--- config.mk ---
export PLATFORM = sky130hd
export DESIGN_NAME = vrbs_out_queue
export DESIGN_NICKNAME = d
export VERILOG_FILES = /design/src/hw/rtl/vrbs_pkg.sv /design/src/hw/rtl/vrbs_out_queue.sv
export SDC_FILE = /design/constraint.sdc
export NUM_CORES = 1
export LEC_CHECK = 0
export BUFFER_PORTS_ARGS = -buffer_cell sky130_fd_sc_hd__buf_2
export CAP_MARGIN = 20
export CORE_UTILIZATION = 53
export CTS_BUF_LIST = sky130_fd_sc_hd__clkbuf_4 sky130_fd_sc_hd__clkbuf_8
export CTS_CLUSTER_SIZE = 8
export DETAILED_ROUTE_END_ITERATION = 6
export GPL_TIMING_DRIVEN = 0
export PLACE_DENSITY_LB_ADDON = 0.12
export SETUP_SLACK_MARGIN = 0.05
export SYNTH_ARGS = -nofsm -noshare
export SYNTH_HDL_FRONTEND = slang
export SYNTH_SLANG_ARGS = --single-unit
--- constraint.sdc ---
create_clock -name clock -period 2.01 [get_ports clock]
set_input_delay 0.1005 -clock clock [delete_from_list [all_inputs] [get_ports clock]]
set_output_delay 0.1005 -clock clock [all_outputs]
set_load 0.02 [all_outputs]
--- src/hw/rtl/vrbs_pkg.sv ---
// Shared types and constants for the variable-length record byte stack.
package vrbs_pkg;

   localparam int CAP_W      = 13;
   localparam int STATUS_W   = 3;
   localparam int BYTE_W     = 8;
   localparam int RCOUNT_W   = 6;
   localparam int REQ_W      = 2;
   localparam int REQ_DATA_W = 8;
   localparam int RSP_DATA_W = 24;
   localparam int RSP_PAD_W  = RSP_DATA_W - STATUS_W - BYTE_W - RCOUNT_W;

   localparam logic [CAP_W-1:0] CAP_RESET = 13'd4096;

   typedef enum logic [REQ_W-1:0] {
      REQ_OPEN   = 2'd0,
      REQ_APPEND = 2'd1,
      REQ_POP    = 2'd2
   } req_kind_type;

   typedef enum logic [STATUS_W-1:0] {
      ST_OK         = 3'd0,
      ST_EMPTY      = 3'd1,
      ST_DATA_FULL  = 3'd2,
      ST_SLOTS_FULL = 3'd3,
      ST_TOO_LONG   = 3'd4,
      ST_NO_RECORD  = 3'd5
   } status_type;

   typedef enum logic [1:0] {
      S_IDLE,
      S_STREAM,
      S_REFILL
   } ctl_state_type;

   typedef struct packed {
      status_type          status;
      logic [BYTE_W-1:0]   out_byte;
      logic                byte_valid;
      logic                last;
      logic [RCOUNT_W-1:0] record_count;
   } result_type;

endpackage

--- src/hw/rtl/vrbs_out_queue.sv ---
// Two-entry result queue that separates the result port from the control logic.
module vrbs_out_queue
   import vrbs_pkg::*;
(
   input  logic       clock,
   input  logic       reset,
   input  logic       push,
   input  result_type push_data,
   input  logic       out_ready,
   output logic       out_valid,
   output result_type out_data,
   output logic [1:0] level
);

   result_type entry_ff [2];
   logic       wr_ptr_ff, wr_ptr_in;
   logic       rd_ptr_ff, rd_ptr_in;
   logic [1:0] level_ff, level_in;
   logic       pop;

   assign out_valid = (level_ff != 2'd0);
   assign out_data  = entry_ff[rd_ptr_ff];
   assign level     = level_ff;
   assign pop       = out_valid & out_ready;

   always_comb begin
      wr_ptr_in = push ? ~wr_ptr_ff : wr_ptr_ff;
      rd_ptr_in = pop ? ~rd_ptr_ff : rd_ptr_ff;
      level_in  = level_ff;
      if (push && !pop) begin
         level_in = level_ff + 2'd1;
      end else if (pop && !push) begin
         level_in = level_ff - 2'd1;
      end
   end

   always_ff @(posedge clock) begin
      if (reset) begin
         wr_ptr_ff <= 1'b0;
         rd_ptr_ff <= 1'b0;
         level_ff  <= 2'd0;
      end else begin
         wr_ptr_ff <= wr_ptr_in;
         rd_ptr_ff <= rd_ptr_in;
         level_ff  <= level_in;
      end
   end

   always_ff @(posedge clock) begin
      if (push) begin
         entry_ff[wr_ptr_ff] <= push_data;
      end
   end

endmodule

; ---- Word-level counts from Yosys, hierarchy flattened
; Memory sizes are Yosys's and may differ from the RTL's. A register that Yosys moved wholly into a read port is not among the register bits.
; Index checks and enable logic that the tools add are counted.
[word_totals]
regBits = 4
latchBits = 0
ramBits = 38
mem_bits_ro = 0
input_bits = 23
wordCells = 21
memories = 1
[memory_table]
columns = name, words, word_bits, rd, rd_ports_with_merged_regs, write_ports, line
row1 = entry_ff, 2, 19, 1, 1, 1, vrbs_out_queue.sv:15  ; result_type entry_ff [2];
[op_classes]
n_addsub = 2
n_mul = 0
div = 0
n_lt_le_gt_ge = 0
eq_ne = 0
shift = 0
mux = 6
bitwise_logic = 3
n_reduce_logical = 6
[op_table]
columns = op, n
row1 = $mux 1, 4
row2 = $mux 2, 2
row3 = $reduce_bool 2->1, 2
row4 = $add 2x1->2 const B, 1
row5 = $logic_and 1x1->1, 2
row6 = $logic_not 1->1, 2
row7 = $not 1->1, 2
row8 = $sub 2x1->2 const B, 1
row9 = $and 1x1->1, 1

; ---- Logic depth before layout (Yosys ltp)
[depth]
ltp_word = 5
ltp_mapped = 5

; ---- Worst setup path before layout
; No wires, ideal clock.
[synth_timing]
path_kind = register to register
startpoint = register wr_ptr_ff
endpoint = memory entry_ff[0][0] (netlist bit) (enable)
arrival_ns = 1.196
required_time_ns = 1.613
slack_ns = 0.417
path_stages_with_launch = 2
path_cell_list = dfxtp_1 nor2b_1
[synth_rtl]
columns = item, line
row1 = "start, declared", vrbs_out_queue.sv:16  ; logic wr_ptr_ff, wr_ptr_in;
row2 = "start signal, assigned", vrbs_out_queue.sv:43  ; wr_ptr_ff <= wr_ptr_in;
row3 = "end, declared", vrbs_out_queue.sv:15
; Straight into the memory's write port.

==> flow_metrics.py <==
metrics = {
    "die": {
        "die-width_um": 56.5,
        "pin_count": 45,
        "initial_core_util": 0.566,
        "die-area_sq_mm": 0.00319,
        "dieHeight_um": 56.5,
        "row_count": 19,
        "core_area_sq_mm": 0.00278,
    },
    "cells_and_area": {
        "fin_nets": 176,
        "mostFrequentLayoutCell": "buf_2",
        "area_growth_pct": 33.6,
        "insertedDiodeCount": 0,
        "layout_common_cells": "buf_2, edfxtp_1, dlygate4sd3_1",
        "n_fill_cell": 171,
        "final_layout_size_suffix_gt1_frac": 0.484,
    },
    "worst_hold_path": {
        "hold_class": "input pin to flop",
    },
    "global_route": {
        "overflow": 0,
        "grt_pass1_vias": 886,
        "grt_pass1_wl_mm": 3.91,
        "grt_use_total": 0.168,
        "antenna_found_initial": 0,
        "grt_max_degree": 20,
    },
    "clock_tree": {
        "clk_pin_slew_ps": 120,
        "cts_tree": "done",
        "clockRootBuffer": "clkbuf_4",
        "post_cts_buffers": 0,
        "insertion_delay_ps": 330,
        "htreeDepth": 2,
        "cts_buffer_depth": 2,
        "cts_sinks": 43,
        "cts_buffers": 5,
    },
    "pwr": {
        "p_total_w": 0.00223,
        "leakage_nw": 0.819,
        "cellPowerDensity_mw_per_mm2": 1060,
        "peakVddDrop_uv": 937,
    },
    "worst_setup_path": {
        "cp-start-kind": "flop",
        "r2r-start": "level[0]$_SDFFE_PP0P_",
        "r2r_setup_slack_ps": 450,
        "endpoint": "out_data[10]",
        "worstSetupPathType": "flop to output port",
        "critPathMaxFanout": 10,
        "rr_worst_depth": 4,
        "reg2reg_to": "level[1]$_SDFFE_PP0P_",
        "required_ps": 1910,
        "critPathArrivalTime_ps": 1580,
        "critPathCaptureType": "output port",
    },
    "routing": {
        "dr_total_vias": 923,
        "viasPerCell": 5.02,
        "drtAntennaViolNets": 0,
        "wire_per_inst_um": 13.5,
        "drt_iter0_markers": 25,
        "drt_pass1_iterations": 4,
        "routed_wl_mm": 2.49,
        "drc": 0,
    },
    "synth": {
        "synth.top_cell.area_share": 0.725,
        "netlist_area_sq_mm": 0.00157,
        "yosys.area.top_type": "edfxtp_1",
        "netlist_top_cells_area": "edfxtp_1, mux2_2, dfxtp_1, xor2_1, nor2_1",
        "synth_seq_cells": 43,
        "ys_seq_area_frac": 0.789,
        "synth.distinct_cells": 15,
        "synth_fp_nets": 104,
        "syn_avg_cell_area_sq_um": 19.7,
        "syn_inst": 80,
        "yosysWarningCount": 0,
    },
    "timing": {
        "setup_slack_ps": 334,
        "rsz0062_at_grt": "false",
        "period_minus_slack_ps": 1680,
        "post-route-period-util": 0.834,
        "drv_slew": 0,
        "whs_ps": 37.9,
        "max_slew.worst_pin.slew_ps": 893,
        "fin_skew_ps": 7.57,
        "slew_headroom": 0.405,
        "finalHoldViolCount": 0,
        "clock.fmax_mhz": 597,
        "setup_viol": 0,
    },
    "run": {
        "cap_viol_max_count": 0,
    },
    "outcome": {
        "status": "completed",
    },
    "placement": {
        "routabilityCongestion": 0.673,
        "port_buffers": 44,
        "dp_hpwl_mm": 1.52,
        "pre_cts_slack_ps": 471,
    },
}
==> worst min path at each step <==
stage,from,to,cells past startpoint
after floorplan,reset,level[1]$_SDFFE_PP0P_,1
after CTS,push,wr_ptr_ff$_SDFFE_PP0P_,3
final,push,wr_ptr_ff$_SDFFE_PP0P_,3
after detailed placement,push_data[9],entry_ff[1][9]$_DFFE_PP_,1
after global placement,push_data[15],entry_ff[0][15]$_DFFE_PP_,1
after global routing,push,wr_ptr_ff$_SDFFE_PP0P_,3
==> synthesized netlist by cell type (all sizes together) <==
library cell	number
a21oi	1
and2	1
buf	2
dfxtp	5
edfxtp	38
ha	1
mux2	19
nor2	4
nor2b	1
o21ai	2
or2	1
or3	1
xnor2	1
xor2	3
==> critical path, stage by stage (launching register included) <==
cell,delay [ps]
dfxtp_1,320
buf_2,240
buf_6,190
mux2_2,340
buf_2,160
==> layer usage <==
layer / GRT usage / wire, um / share of wire / up-vias
met5: 0 / 0 / 0 / -
met2: 0.289 / 1330 / 0.53 / 31
met1: 0.188 / 982 / 0.39 / 445
met3: 0.0645 / 161 / 0.065 / 2
li1: - / - / - / 445
met4: 0.0627 / 15 / 0.0060 / 0
==> state kept, by name, indices dropped and copies added, names as in the netlist, named ones only <==
register,count
level,2
entry_ff,38
wr_ptr_ff,1
rd_ptr_ff,1
==> layout make-up <==
type                    count  area (sq um)  share of cell area
clock buffers               5          37.5              0.0178
flip-flops and latches     43          1240               0.590
multi-input cells          35           319               0.152
plain buffers               2          16.3             0.00773
well taps                  31          38.8              0.0184
repair buffers             65           435               0.207
clock inverters             3          15.0             0.00714
==> what timing repair did <==
item,in CTS,in global routing
hold endpoints to repair,43,0
endpoints found under the setup margin,0,0
resized for setup,0,0
hold buffers,20,0
==> metrics by stage <==
step / setup TNS [ps] / std cells / utilization / instance area (sq um)
after floorplan: 0 / 80 / - / 1570
after global placement: -483 / 155 / 0.659 / 1830
after detailed placement: 0 / 156 / 0.665 / 1850
after CTS: 0 / 184 / 0.756 / 2100
after global routing: 0 / 184 / 0.756 / 2100
final: 0 / 184 / 0.756 / 2100
==> cell families (layout without fill, tap and decap cells) <==
logic type	after synthesis	after routing	synth area share
flops	43	43	0.789
mux	19	19	0.136
simple gates	8	8	0.0254
xor+xnor	4	4	0.0223
compound gates	3	3	0.00954
buf+inv	2	75	0.0103
fa+ha+maj	1	1	0.00795
==> power by group <==
group          switching, W  internal, W  total, W
Sequential        0.0000397      0.00106   0.00110
Combinational      0.000409     0.000336  0.000744
Clock              0.000257     0.000129  0.000385
Total              0.000705      0.00153   0.00223
(Power assumes the default switching activity.)
